### src/hdl/lpg_pkg.sv
// Shared types and constants for the LED pattern generator.
// No dependencies; imported by every module of the block.
`default_nettype none

package lpg_pkg;

  // Command codes
  localparam logic [1:0] CMD_TICK   = 2'd0;
  localparam logic [1:0] CMD_MODE   = 2'd1;
  localparam logic [1:0] CMD_ENABLE = 2'd2;

  // Mode codes
  localparam logic [3:0] MODE_OFF    = 4'd0;
  localparam logic [3:0] MODE_ON     = 4'd1;
  localparam logic [3:0] MODE_TOGGLE = 4'd2;
  localparam logic [3:0] MODE_BLINK5 = 4'd3;
  localparam logic [3:0] MODE_BLINK1 = 4'd4;
  localparam logic [3:0] MODE_B1HZ   = 4'd5;
  localparam logic [3:0] MODE_F1HZ   = 4'd6;
  localparam logic [3:0] MODE_B3HZ   = 4'd7;
  localparam logic [3:0] MODE_F3HZ   = 4'd8;

  // Segment lengths in ticks
  localparam logic [9:0] SLOW_STEP_TICKS = 10'd500;
  localparam logic [9:0] BEAT_ON_TICKS   = 10'd800;
  localparam logic [9:0] BEAT_OFF_TICKS  = 10'd200;
  localparam logic [9:0] FAST_ON_TICKS   = 10'd267;
  localparam logic [9:0] FAST_OFF_TICKS  = 10'd100;

  // Segment counts per unit
  localparam logic [3:0] BURST_COUNT     = 4'd5;
  localparam logic [3:0] BURST_SEGMENTS  = 4'(2 * BURST_COUNT);
  localparam logic [3:0] PAIR_SEGMENTS   = 4'd2;
  localparam logic [3:0] FAST_SEGMENTS   = 4'd6;
  localparam logic [3:0] SINGLE_SEGMENT  = 4'd1;

  typedef struct packed {
    logic [1:0] command;
    logic [3:0] mode_value;
    logic       enable_value;
  } in_word_t;

  typedef struct packed {
    logic       led_level;
    logic [3:0] mode_now;
  } out_word_t;

endpackage

`default_nettype wire

### src/hdl/led_pattern_generator_unit.sv
// Top level of the LED pattern generator: pattern core plus result buffer.
// Depends on lpg_pkg, lpg_core and lpg_out_buf.
//
//   channel | direction | handshake                | word
//   --------+-----------+--------------------------+-------------------------------------
//   in      | into      | in_valid / in_stall      | in_word  (command, mode_value, enable)
//   out     | out of    | out_valid / out_stall    | out_word (led_level, mode_now)
//
// One word per cycle while in_stall is low: an accepted word updates the pattern state in
// the same cycle and its result is registered, in the result register or the skid stage.
// The result register and a one-entry skid stage set the rate: in_stall rises only
// when both hold words, i.e. once a word is taken while the held result is stalled.
// rst (synchronous, active high) clears the buffers and restores the reset state:
// mode off, enable on, LED low, next tick starting a fresh pattern unit.
`default_nettype none

module led_pattern_generator_unit
  import lpg_pkg::*;
(
  input  wire logic      clk,
  input  wire logic      rst,
  input  wire logic      in_valid,
  output logic           in_stall,
  input  wire in_word_t  in_word,
  output logic           out_valid,
  input  wire logic      out_stall,
  output out_word_t      out_word
);

  logic      accept;
  logic      buf_full;
  out_word_t result;

  // input is held off only while the skid stage is occupied
  assign in_stall = buf_full;
  assign accept   = in_valid & ~buf_full;

  lpg_core u_core (
    .clk    (clk),
    .rst    (rst),
    .accept (accept),
    .item   (in_word),
    .result (result)
  );

  lpg_out_buf u_out_buf (
    .clk       (clk),
    .rst       (rst),
    .push      (accept),
    .push_word (result),
    .full      (buf_full),
    .out_valid (out_valid),
    .out_stall (out_stall),
    .out_word  (out_word)
  );

endmodule

`default_nettype wire

### src/hdl/lpg_core.sv
// Pattern state registers and the single-pass update for one input word.
// Depends on lpg_pkg.
`default_nettype none

module lpg_core
  import lpg_pkg::*;
(
  input  wire logic      clk,
  input  wire logic      rst,
  input  wire logic      accept,
  input  wire in_word_t  item,
  output out_word_t      result
);

  logic [3:0] mode_reg, mode_reg_next;
  logic [3:0] saved_mode, saved_mode_next;
  logic       enable_reg, enable_reg_next;
  logic       level_reg, level_reg_next;
  logic [3:0] unit_mode, unit_mode_next;
  logic [9:0] segment_timer, segment_timer_next;
  logic [3:0] segment_index, segment_index_next;

  function automatic logic [3:0] seg_count(input logic [3:0] m);
    logic [3:0] n;
    case (m) inside
      MODE_BLINK5:                          n = BURST_SEGMENTS;
      MODE_BLINK1, MODE_B1HZ, MODE_F1HZ:    n = PAIR_SEGMENTS;
      MODE_B3HZ, MODE_F3HZ:                 n = FAST_SEGMENTS;
      default:                              n = SINGLE_SEGMENT;
    endcase
    return n;
  endfunction

  function automatic logic [9:0] seg_length(input logic [3:0] m, input logic first);
    logic [9:0] len;
    case (m) inside
      MODE_B1HZ, MODE_F1HZ: len = first ? BEAT_ON_TICKS : BEAT_OFF_TICKS;
      MODE_B3HZ, MODE_F3HZ: len = first ? FAST_ON_TICKS : FAST_OFF_TICKS;
      default:              len = SLOW_STEP_TICKS;
    endcase
    return (len == 10'd0) ? 10'd1 : len;
  endfunction

  function automatic logic seg_level(input logic [3:0] m, input logic first,
                                     input logic cur);
    logic lv;
    case (m) inside
      MODE_OFF:                                         lv = 1'b0;
      MODE_ON:                                          lv = 1'b1;
      MODE_TOGGLE:                                      lv = cur;
      MODE_BLINK5, MODE_BLINK1, MODE_B1HZ, MODE_B3HZ:   lv = first;
      MODE_F1HZ, MODE_F3HZ:                             lv = ~first;
      default:                                          lv = 1'b0;
    endcase
    return lv;
  endfunction

  always_comb begin
    logic       first;
    logic [3:0] idx_inc;
    logic [9:0] timer_load;

    mode_reg_next      = mode_reg;
    saved_mode_next    = saved_mode;
    enable_reg_next    = enable_reg;
    level_reg_next     = level_reg;
    unit_mode_next     = unit_mode;
    segment_timer_next = segment_timer;
    segment_index_next = segment_index;
    first              = ~segment_index[0];
    idx_inc            = segment_index + 4'd1;
    timer_load         = segment_timer;

    if (accept) begin
      case (item.command)
        CMD_TICK: begin
          if (segment_timer == 10'd0) begin
            // unit start: sample enable and mode
            if (segment_index == 4'd0) begin
              if (!enable_reg) begin
                unit_mode_next = MODE_OFF;
              end else begin
                unit_mode_next = mode_reg;
                case (mode_reg) inside
                  MODE_TOGGLE: begin
                    level_reg_next = ~level_reg;
                    mode_reg_next  = level_reg ? MODE_OFF : MODE_ON;
                  end
                  MODE_BLINK5, MODE_BLINK1: ;
                  MODE_OFF, MODE_ON, MODE_B1HZ, MODE_F1HZ, MODE_B3HZ, MODE_F3HZ:
                    saved_mode_next = mode_reg;
                  default: unit_mode_next = MODE_OFF;
                endcase
              end
            end
            // segment start
            level_reg_next = seg_level(unit_mode_next, first, level_reg_next);
            timer_load     = seg_length(unit_mode_next, first);
          end
          segment_timer_next = timer_load - 10'd1;
          if (segment_timer_next == 10'd0) begin
            segment_index_next = idx_inc;
            if (idx_inc >= seg_count(unit_mode_next)) begin
              segment_index_next = 4'd0;
              // bursts hand back to the last steady mode
              if (unit_mode_next == MODE_BLINK5 || unit_mode_next == MODE_BLINK1) begin
                mode_reg_next = saved_mode_next;
              end
            end
          end
        end
        CMD_MODE: begin
          if (item.mode_value <= MODE_F3HZ) begin
            mode_reg_next = item.mode_value;
          end
        end
        CMD_ENABLE: enable_reg_next = item.enable_value;
        default: ;
      endcase
    end

    result.led_level = level_reg_next;
    result.mode_now  = mode_reg_next;
  end

  always_ff @(posedge clk) begin
    if (rst) begin
      mode_reg      <= MODE_OFF;
      saved_mode    <= MODE_OFF;
      enable_reg    <= 1'b1;
      level_reg     <= 1'b0;
      unit_mode     <= MODE_OFF;
      segment_timer <= 10'd0;
      segment_index <= 4'd0;
    end else begin
      mode_reg      <= mode_reg_next;
      saved_mode    <= saved_mode_next;
      enable_reg    <= enable_reg_next;
      level_reg     <= level_reg_next;
      unit_mode     <= unit_mode_next;
      segment_timer <= segment_timer_next;
      segment_index <= segment_index_next;
    end
  end

endmodule

`default_nettype wire

### src/hdl/lpg_out_buf.sv
// Result register with a skid stage, so input and output stalls stay apart.
// Depends on lpg_pkg.
`default_nettype none

module lpg_out_buf
  import lpg_pkg::*;
(
  input  wire logic      clk,
  input  wire logic      rst,
  input  wire logic      push,
  input  wire out_word_t push_word,
  output logic           full,
  output logic           out_valid,
  input  wire logic      out_stall,
  output out_word_t      out_word
);

  logic      main_valid;
  out_word_t main_word;
  logic      skid_valid;
  out_word_t skid_word;
  logic      pop;

  assign pop       = main_valid & ~out_stall;
  assign full      = skid_valid;
  assign out_valid = main_valid;
  assign out_word  = main_word;

  always_ff @(posedge clk) begin
    if (rst) begin
      main_valid <= 1'b0;
      skid_valid <= 1'b0;
    end else if (pop) begin
      if (skid_valid) begin
        main_valid <= 1'b1;
        skid_valid <= 1'b0;
      end else begin
        main_valid <= push;
      end
    end else if (push) begin
      if (!main_valid) begin
        main_valid <= 1'b1;
      end else begin
        skid_valid <= 1'b1;
      end
    end
  end

  always_ff @(posedge clk) begin
    if (pop) begin
      main_word <= skid_valid ? skid_word : push_word;
    end else if (push) begin
      if (!main_valid) begin
        main_word <= push_word;
      end else begin
        skid_word <= push_word;
      end
    end
  end

endmodule

`default_nettype wire

### config.mk
export PLATFORM = sky130hd
export DESIGN_NAME = led_pattern_generator_unit
export DESIGN_NICKNAME = d
export VERILOG_FILES = /design/src/hdl/lpg_pkg.sv /design/src/hdl/led_pattern_generator_unit.sv /design/src/hdl/lpg_core.sv /design/src/hdl/lpg_out_buf.sv
export SDC_FILE = /design/constraint.sdc
export NUM_CORES = 1
export LEC_CHECK = 0
export ABC_AREA = 1
export BUFFER_PORTS_ARGS = -buffer_cell sky130_fd_sc_hd__buf_2
export CAP_MARGIN = 5
export CORE_MARGIN = 2
export CORE_UTILIZATION = 43
export CTS_CLUSTER_SIZE = 12
export DETAILED_ROUTE_END_ITERATION = 8
export GPL_ROUTABILITY_DRIVEN = 0
export PLACE_DENSITY = 0.63
export SYNTH_ARGS = -nofsm -noshare
export SYNTH_HDL_FRONTEND = slang
export SYNTH_SLANG_ARGS = --single-unit
### constraint.sdc
create_clock -name clk -period 3.6 [get_ports clk]
set_input_delay 0.72 -clock clk [delete_from_list [all_inputs] [get_ports clk]]
set_output_delay 0.72 -clock clk [all_outputs]
set_load 0.02 [all_outputs]
==> results of run 1 <==
Yosys cell counts, drive strengths merged:
cell,count
buf,2
nand3,38
o21a,1
nand2,112
a21boi,1
dfxtp,30
clkbuf,6
o211ai,13
edfxtp,10
and3,1
nand3b,2
xor2,1
o21ai,36
nor2,60
inv,68
o31ai,2
xnor2,2
ha,8
nand4,8
nor3,2
a211oi,4
a31oi,2
a21oi,21
stage by stage:
| stage | utilization | area [um^2] | TNS [ps] | hold WS (ps) | instances |
|---|---|---|---|---|---|
| 2_1_floorplan | - | 2860 | 0 | 444 | 430 |
| 3_3_place_gp | 0.481 | 3070 | 0 | 480 | 524 |
| 3_5_place_dp | 0.481 | 3070 | 0 | 482 | 524 |
| 4_1_cts | 0.494 | 3160 | 0 | 498 | 532 |
| 5_1_grt | 0.521 | 3330 | -135 | 517 | 542 |
| 6_report | 0.521 | 3330 | 0 | 487 | 542 |
cell families (layout without fill, tap and decap cells):
kind of cell	count (synthesis)	count (layout)	share of synthesized area
fa+ha+maj	8	8	0.0350
flops	40	40	0.315
simple gates	223	225	0.378
buf+inv	76	109	0.101
xor+xnor	3	3	0.00919
compound gates	80	80	0.162
power by group:
part	total, mW	internal [mW]	switching, mW
combinational	0.470	0.161	0.309
clock	0.298	0.135	0.163
sequential	0.496	0.482	0.0138
total	1.26	0.778	0.486
worst max-delay path, cell delays in order (launching register included):
cell	delay (ps)
dfxtp_2	340
inv_1	100
ha_4	190
nand2_4	90
o21ai_4	200
nand2_1	90
o21ai_2	90
nor2_1	80
and3_1	200
nor3_2	230
ha_1	290
inv_1	70
nor2_1	40
o211ai_1	260
nand3_2	160
o21ai_1	160
nand4_1	110
nand3_1	130
nand2_1	60
nand2_1	90
nand2_2	70
nand2_1	60
nand2_1	50
layer usage:
metal,vias up,routed length (um),GRT usage
met5,-,0,0
met4,0,186,0.0649
met3,17,330,0.0308
met2,73,3410,0.326
met1,1295,3380,0.273
li1,1480,-,-
cell type report:
| class | instances | area (um^2) |
|---|---|---|
| Tap cell | 77 | 96.3 |
| Fill cell | 658 | 3060 |
| Multi-Input combinational cell | 316 | 1780 |
| Inverter | 68 | 255 |
| Sequential cell | 40 | 902 |
| Clock buffer | 5 | 68.8 |
| Timing Repair Buffer | 33 | 205 |
| Clock inverter | 3 | 18.8 |
worst min-delay path by stage:
stage,startpoint,to,slack (ps),depth (start not counted)
2_1_floorplan,u_core.segment_timer[9]$_SDFFE_PP0P_,u_core.segment_timer[9]$_SDFFE_PP0P_,440,2
6_report,u_core.segment_index[1]$_SDFFE_PP0P_,u_core.segment_index[1]$_SDFFE_PP0P_,490,2
3_5_place_dp,u_core.segment_timer[9]$_SDFFE_PP0P_,u_core.segment_timer[9]$_SDFFE_PP0P_,480,2
5_1_grt,u_core.segment_index[1]$_SDFFE_PP0P_,u_core.segment_index[1]$_SDFFE_PP0P_,520,2
4_1_cts,u_core.segment_timer[9]$_SDFFE_PP0P_,u_core.segment_timer[9]$_SDFFE_PP0P_,500,2
3_3_place_gp,u_core.segment_timer[9]$_SDFFE_PP0P_,u_core.segment_timer[9]$_SDFFE_PP0P_,480,2
what timing repair did:
| item | in CTS | in global routing |
|---|---|---|
| resized for setup | 0 | 31 |
| endpoints found under the hold margin | 0 | 0 |
| setup endpoints to repair | 0 | 16 |
| buffers inserted | 0 | 8 |
==> results.json, run 1 <==
{
  "grt_pass1_vias": 2518,
  "antenna_cells": 0,
  "area_growth_pct": 16.3,
  "synthesis.nets": 449,
  "vias": 2865,
  "cts_buffer_depth": 2,
  "relSlewSlack": 0.470,
  "crit_type": "reg2reg",
  "p_total_mw": 1.26,
  "ys_ff_latch": 40,
  "fin_skew_ps": 8.38,
  "grt_max_degree": 22,
  "initial_core_util": 0.448,
  "die_h_um": 85.6,
  "min_period_ps": 3390,
  "rows": 29,
  "hold_viol": 0,
  "r2r_slack_ps": 210,
  "antenna_found_initial": 0,
  "grt-ovfl-total": 0,
  "vias_per_cell": 5.29,
  "fp.coreArea_mm2": 0.00639,
  "yosysWarnings": 0,
  "clock-sinks": 40,
  "synth-seq-area-share": 0.315,
  "grt_pass1_wl_mm": 11.8,
  "crit_start": "u_core.segment_index[1]$_SDFFE_PP0P_",
  "final_nets": 483,
  "ant_nets": 0,
  "tightestPinTransition_ps": 786,
  "io_pins": 18,
  "run_status": "completed",
  "hpwl_mm": 5.26,
  "critical_path.endpoint": "u_out_buf.out_word[0]$_DFFE_PP_",
  "die_w_um": 85.6,
  "largest_register_ffs": 10,
  "end_kind": "register",
  "r2r_cells": 22,
  "holdCritPathClass": "reg2reg",
  "startpoint_type": "register",
  "drtIter0Drc": 172,
  "avgSynthCellArea_um2": 6.65,
  "leakagePower_nw": 1.62,
  "routed_wl_mm": 7.31,
  "syn-cell-area_mm2": 0.00286,
  "cts_hold_buf": 0,
  "drv_slew": 0,
  "r2r-start": "u_core.segment_index[1]$_SDFFE_PP0P_",
  "place_worst_setup_slack_ps": 119,
  "yosys-top-cells-area": "dfxtp_1 21%, nand2_1 13%, edfxtp_1 10%",
  "synth_cell_types": 34,
  "synth_top_cell_area_share": 0.210,
  "mostFrequentLayoutCells": "94 x nand2_1, 63 x inv_1, 40 x nor2_1",
  "cts_tree": "built",
  "dieArea_mm2": 0.00732,
  "drc_errors": 0,
  "numPortBuffers": 17,
  "largest-register": "u_core.segment_timer",
  "drt-wirelength-per-cell_um": 13.5,
  "grt_usage": 0.200,
  "worstPathRequired_ps": 3660,
  "critPathMaxFanout": 5,
  "post-route-period-util": 0.942,
  "cts-root-buf": "clkbuf_8",
  "htree_levels": 2,
  "r2r-end": "u_out_buf.out_word[0]$_DFFE_PP_",
  "layout.cells.most_common": "nand2_1",
  "setup_ws_ps": 207,
  "yosys.area.top_type": "dfxtp_1",
  "cts_buffers": 5,
  "setup_viol": 0,
  "drv_cap": 0,
  "critPathArrivalTime_ps": 3450,
  "clk_latency_ps": 290,
  "fmax_ghz": 0.295,
  "clk_pin_slew_ps": 80,
  "drive_above_1_share": 0.219,
  "cellPowerDensity_mw_per_mm2": 380,
  "synthCells": 430,
  "dr.pass1.iters": 5,
  "ir_worst_vdd_v": 0.000258
}
Note: power is estimated with default switching activity, not from simulation.
==> run 2, diff against run 1 <==
CTS_BUF_LIST = sky130_fd_sc_hd__clkbuf_16   (was default)
MAX_ROUTING_LAYER = met4   (was default)
==> run 2 against run 1 <==
Effect of this change: final cell count decreased by 0.55%; cell area increased by 1.8%; clock power increased by 47%; critical endpoint is now u_out_buf.out_word[2]$_DFFE_PP_; combinational power decreased by 1%; highest routed layer unchanged; power increased by 11%; utilization increased by 0.96 points; via count decreased by 0.31%; die area unchanged; setup slack got worse by 0.98 ps; register-to-register slack about the same; clock skew decreased by 2.3 ps.
==> results.json, run 2 (synthesis gave the netlist of run 1 again) <==
{
  "r2r-end": "u_out_buf.out_word[2]$_DFFE_PP_",
  "antenna_cells": 0,
  "p_int_mw": 0.891,
  "postLayoutCoreUtil": 0.531,
  "mostFrequentLayoutCells": "94 x nand2_1, 63 x inv_1, 40 x nor2_1",
  "fillCellCount": 645,
  "clk_latency_ps": 290,
  "r2r_slack_ps": 210,
  "end_kind": "register",
  "vias": 2856,
  "drtIter0Drc": 196,
  "clock-sinks": 40,
  "fin_skew_ps": 6.06,
  "fmax_ghz": 0.295,
  "clk_pin_slew_ps": 60,
  "run_status": "completed",
  "grt_max_degree": 22,
  "busiest_layer": "met2",
  "initial_core_util": 0.448,
  "design_area_mm2": 0.00339,
  "relSlewSlack": 0.476,
  "worstPathRequired_ps": 3640,
  "combPwrFrac": 0.331,
  "placed_area_mm2": 0.00307,
  "layout.cells.most_common": "nand2_1",
  "p_clk_frac": 0.314,
  "routed_wl_mm": 7.37,
  "p_switching_mw": 0.508,
  "crit_type": "reg2reg",
  "pwr-share-seq": 0.355,
  "holdCritPathClass": "reg2reg",
  "grt_usage": 0.211,
  "dieArea_mm2": 0.00732,
  "drc_errors": 0,
  "largest-register": "u_core.segment_timer",
  "vias_per_cell": 5.30,
  "cts_buffers": 5,
  "setup_viol": 0,
  "hold_viol": 0,
  "final-seq-area_um2": 902,
  "grt_pass1_wl_mm": 11.8,
  "met2_usage": 0.325,
  "ant_nets": 0,
  "cts_tree": "built",
  "critPathArrivalTime_ps": 3440,
  "drt-wirelength-per-cell_um": 13.7,
  "cts-root-buf": "clkbuf_16",
  "min_period_ps": 3390,
  "hpwl_mm": 5.26,
  "critical_path.endpoint": "u_out_buf.out_word[2]$_DFFE_PP_",
  "p_total_mw": 1.40,
  "fp.coreArea_mm2": 0.00639,
  "setup-tns-final_ps": 0,
  "io_pins": 18,
  "cts_buffer_depth": 2,
  "r2r-start": "u_core.enable_reg$_SDFFE_PP1P_",
  "antenna_found_initial": 0,
  "gr-usage-met3": 0.0443,
  "grt_use_met1": 0.274,
  "post-route-period-util": 0.943,
  "drv_slew": 0,
  "leakagePower_nw": 1.64,
  "swShare": 0.363,
  "critPathMaxFanout": 5,
  "die_h_um": 85.6,
  "die_w_um": 85.6,
  "cellPowerDensity_mw_per_mm2": 413,
  "drive_above_1_share": 0.216,
  "dr.pass1.iters": 5,
  "htree_levels": 2,
  "grt_pass1_vias": 2511,
  "whs_ps": 484,
  "startpoint_type": "register",
  "grt-ovfl-total": 0,
  "rows": 29,
  "area_growth_pct": 18.5,
  "numPortBuffers": 17,
  "largest_register_ffs": 10,
  "final_nets": 480,
  "drv_cap": 0,
  "crit_start": "u_core.enable_reg$_SDFFE_PP1P_",
  "r2r_cells": 20,
  "tightestPinTransition_ps": 778,
  "ir_worst_vdd_v": 0.000282,
  "multi_input_area_mm2": 0.00181
}
-- run 2: changes by cell type in the layout (fill, tap and decap cells not counted) --
cell,before,now
o21ai_2,5,4
nor2_4,9,10
buf_6,0,1
clkbuf_4,1,0
nand3_4,2,3
clkbuf_8,5,0
nand3_1,33,32
o21ai_4,1,2
clkbuf_16,0,5
buf_4,15,11
-- run 2: what timing repair did --
action / in CTS / in global routing
hold buffers: 0 / 0
buffers inserted: 0 / 4
gates resized for setup: 0 / 35
endpoints found under the setup margin: 0 / 16
-- run 2: how the worst min path moves through the flow --
| stage | start | to | slack [ps] | cells after the start |
|---|---|---|---|---|
| 6_report | u_core.segment_index[1]$_SDFFE_PP0P_ | u_core.segment_index[1]$_SDFFE_PP0P_ | 480 | 2 |
| 5_1_grt | u_core.segment_index[1]$_SDFFE_PP0P_ | u_core.segment_index[1]$_SDFFE_PP0P_ | 510 | 2 |
| 4_1_cts | u_core.segment_timer[9]$_SDFFE_PP0P_ | u_core.segment_timer[9]$_SDFFE_PP0P_ | 500 | 2 |
| 3_5_place_dp | u_core.segment_timer[9]$_SDFFE_PP0P_ | u_core.segment_timer[9]$_SDFFE_PP0P_ | 480 | 2 |
| 3_3_place_gp | u_core.segment_timer[9]$_SDFFE_PP0P_ | u_core.segment_timer[9]$_SDFFE_PP0P_ | 480 | 2 |
| 2_1_floorplan | u_core.segment_timer[9]$_SDFFE_PP0P_ | u_core.segment_timer[9]$_SDFFE_PP0P_ | 440 | 2 |
-- run 2: routing by layer --
layer  routed length [um]  up-vias
li1                     -     1472
met1                 3440     1299
met2                 3470       73
met3                  314       12
met4                  143        0
met5                    0        -
-- run 2: layout make-up --
cell class              count  area share
repair buffers             29      0.0528
inverters                  68      0.0753
multi-input cells         317       0.535
clock buffers               5      0.0369
well taps                  77      0.0284
flip-flops and latches     40       0.266
clock inverters             3     0.00554
-- run 2: metrics by stage --
step	cells	setup WS (ps)
after floorplan	430	142
after global placement	524	166
after detailed placement	524	119
after CTS	532	104
after global routing	539	-26.5
final	539	206
-- run 2: power groups by stage --
stage / clock (mW) / sequential (mW) / combinational (mW)
floorplan: 0 / 0.511 / 0.311
CTS: 0.448 / 0.496 / 0.407
finish: 0.439 / 0.497 / 0.463
global placement: 0 / 0.506 / 0.402
global route: 0.469 / 0.499 / 0.519
detailed placement: 0 / 0.506 / 0.405
-- run 2: worst max-delay path, cell delays in order, from the launching register on --
cell and delay, ps:
dfxtp_1 500, nand3_1 240, o21ai_4 230, nand2_1 100, o21ai_2 90, nor2_1 80, and3_1 200, nor3_2 220
ha_1 270, inv_1 60, nor2_1 30, o211ai_1 250, nand3_2 160, o21ai_0 200, nand4_1 120, nand3_1 110
nand2_1 50, nand2_1 90, nand2_2 60, nand2_1 50, nand2_1 40
==> run 3, diff against run 2 <==
CELL_PAD_IN_SITES_DETAIL_PLACEMENT = 0   (was default)
CELL_PAD_IN_SITES_GLOBAL_PLACEMENT = 1   (was default)
CORE_UTILIZATION = 39   (was 43)
HOLD_SLACK_MARGIN = 0.15   (was default)
PLACE_DENSITY = 0.76   (was 0.63)
==> run 3 against run 2 <==
Effect of this change: cell area shrank 2.3%; combinational power shrank 6.9%; highest routed layer unchanged; routed wire length shrank 5.8%; critical path depth grew 6; maximum frequency grew 2.8%; sequential share of layout area grew 0.58 points; register-to-register slack gained 90 ps; critical endpoint is now u_out_buf.out_word[3]$_DFFE_PP_; power shrank 3.2%.
==> results.json, run 3 (synthesis gave the netlist of run 1 again) <==
{
  "fin_skew_ps": 9.31,
  "antenna_cells": 0,
  "fmax_ghz": 0.303,
  "initial_core_util": 0.399,
  "critPathMaxFanout": 10,
  "holdCritPathClass": "reg2reg",
  "dr.pass1.iters": 6,
  "vias_per_cell": 4.90,
  "largest-register": "u_core.segment_timer",
  "relSlewSlack": 0.495,
  "cp_slowest_cell": "dfxtp_1",
  "cts_buffer_depth": 2,
  "rsz0062_at_grt": "false",
  "final-seq-area_um2": 901,
  "htree_levels": 2,
  "final_nets": 477,
  "die_h_um": 89.6,
  "clk_pin_slew_ps": 60,
  "r2r-start": "u_core.segment_index[1]$_SDFFE_PP0P_",
  "largest_register_ffs": 10,
  "setup-tns-final_ps": 0,
  "cts_buffers": 5,
  "p_total_mw": 1.35,
  "multi_input_area_mm2": 0.00172,
  "min_period_ps": 3300,
  "fillCellCount": 751,
  "critical-path-max-stage-delay_ps": 370,
  "antenna_found_initial": 0,
  "hold_viol": 0,
  "critPathArrivalTime_ps": 3340,
  "leakagePower_nw": 1.60,
  "area_growth_pct": 15.8,
  "post-route-period-util": 0.917,
  "drv_cap": 0,
  "clk_latency_ps": 280,
  "layout.cells.most_common": "nand2_1",
  "vias": 2736,
  "io_pins": 18,
  "setup_viol": 0,
  "cts_hold_buf": 0,
  "grt_max_degree": 22,
  "routed_wl_mm": 6.94,
  "mostFrequentLayoutCells": "96 x nand2_1, 64 x inv_1, 42 x nor2_1",
  "hpwl_mm": 5.46,
  "numPortBuffers": 17,
  "grt_pass1_wl_mm": 11.4,
  "grt_usage": 0.189,
  "end_kind": "register",
  "dieArea_mm2": 0.00804,
  "drive_above_1_share": 0.192,
  "grt_pass1_vias": 2363,
  "ir_worst_vdd_v": 0.000186,
  "tightestPinTransition_ps": 749,
  "fp.coreArea_mm2": 0.00718,
  "rows": 31,
  "cts_tree": "built",
  "grt-ovfl-total": 0,
  "die_w_um": 89.6,
  "clock-sinks": 40,
  "startpoint_type": "register",
  "drtIter0Drc": 215,
  "run_status": "completed",
  "cellPowerDensity_mw_per_mm2": 409,
  "worstPathRequired_ps": 3640,
  "drt-wirelength-per-cell_um": 12.4,
  "crit_type": "reg2reg",
  "hold_path_startpoint": "u_core.segment_timer[9]$_SDFFE_PP0P_",
  "crit_start": "u_core.segment_index[1]$_SDFFE_PP0P_",
  "cts-root-buf": "clkbuf_16",
  "drc_errors": 0,
  "cpMostUsedCell": "nand2_1",
  "ant_nets": 0,
  "drv_slew": 0
}
run 3: cell types whose count changed in the layout (fill, tap and decap cells not counted), moves of 2 or more:
| cell | previous run | this run |
|---|---|---|
| o21ai_0 | 27 | 31 |
| nor2_4 | 10 | 7 |
| nand2_1 | 94 | 96 |
| nand2_2 | 16 | 14 |
| nor2_1 | 40 | 42 |
| o21ai_4 | 2 | 0 |
run 3: worst paths after layout:
kind	endpoint	slack, ps	depth (start not counted)
setup / recovery	u_out_buf.out_word[3]$_DFFE_PP_	300	26
hold / removal	u_core.segment_timer[9]$_SDFFE_PP0P_	480	2
setup reg to reg	u_out_buf.out_word[3]$_DFFE_PP_	300	26
hold reg to reg	u_core.segment_timer[9]$_SDFFE_PP0P_	480	2
run 3: metal layers:
| layer | up-vias | track usage | part of all wire |
|---|---|---|---|
| li1 | 1460 | - | - |
| met1 | 1239 | 0.277 | 0.53 |
| met2 | 33 | 0.272 | 0.44 |
| met3 | 4 | 0.0320 | 0.027 |
| met4 | 0 | 0.0393 | 0.0040 |
| met5 | - | - | 0 |
run 3: metrics by stage:
step / setup slack, ps / area, um^2 / hold slack [ps] / instances / utilization
6_report: 298 / 3310 / 480 / 558 / 0.462
5_1_grt: 10.9 / 3310 / 496 / 558 / 0.462
4_1_cts: 80.3 / 3270 / 479 / 558 / 0.455
3_5_place_dp: 88.2 / 3130 / 466 / 550 / 0.436
3_3_place_gp: 156 / 3130 / 464 / 550 / 0.436
2_1_floorplan: 142 / 2860 / 444 / 430 / -
run 3: power by group:
part           switching [mW]  internal (mW)  leakage (nW)  total, mW
Sequential             0.0123          0.483         0.339      0.495
Clock                   0.176          0.253        0.0710      0.429
Combinational           0.289          0.142          1.19      0.431
Total                   0.478          0.877          1.60       1.35
run 3: final cells by class:
type                            count  area share
Tap cell                           99      0.0374
Clock inverter                      3     0.00491
Sequential cell                    40       0.272
Multi-Input combinational cell    314       0.518
Timing Repair Buffer               29      0.0529
Inverter                           68      0.0771
Clock buffer                        5      0.0378
run 3: worst max-delay path: cells and delay by family (launching register included):
kind	cells	cell delay [ps]
adder cells (fa/ha/maj)	2	430
flip-flops	1	370
AND/OR/NAND/NOR	21	1940
buffers and inverters	2	220
AO/OA/AOI/OAI	1	80
run 3: what timing repair did:
| action | in CTS | in global routing |
|---|---|---|
| resized for setup | 0 | 13 |
| buffers inserted | 0 | 0 |
| setup endpoints to repair | 0 | 12 |
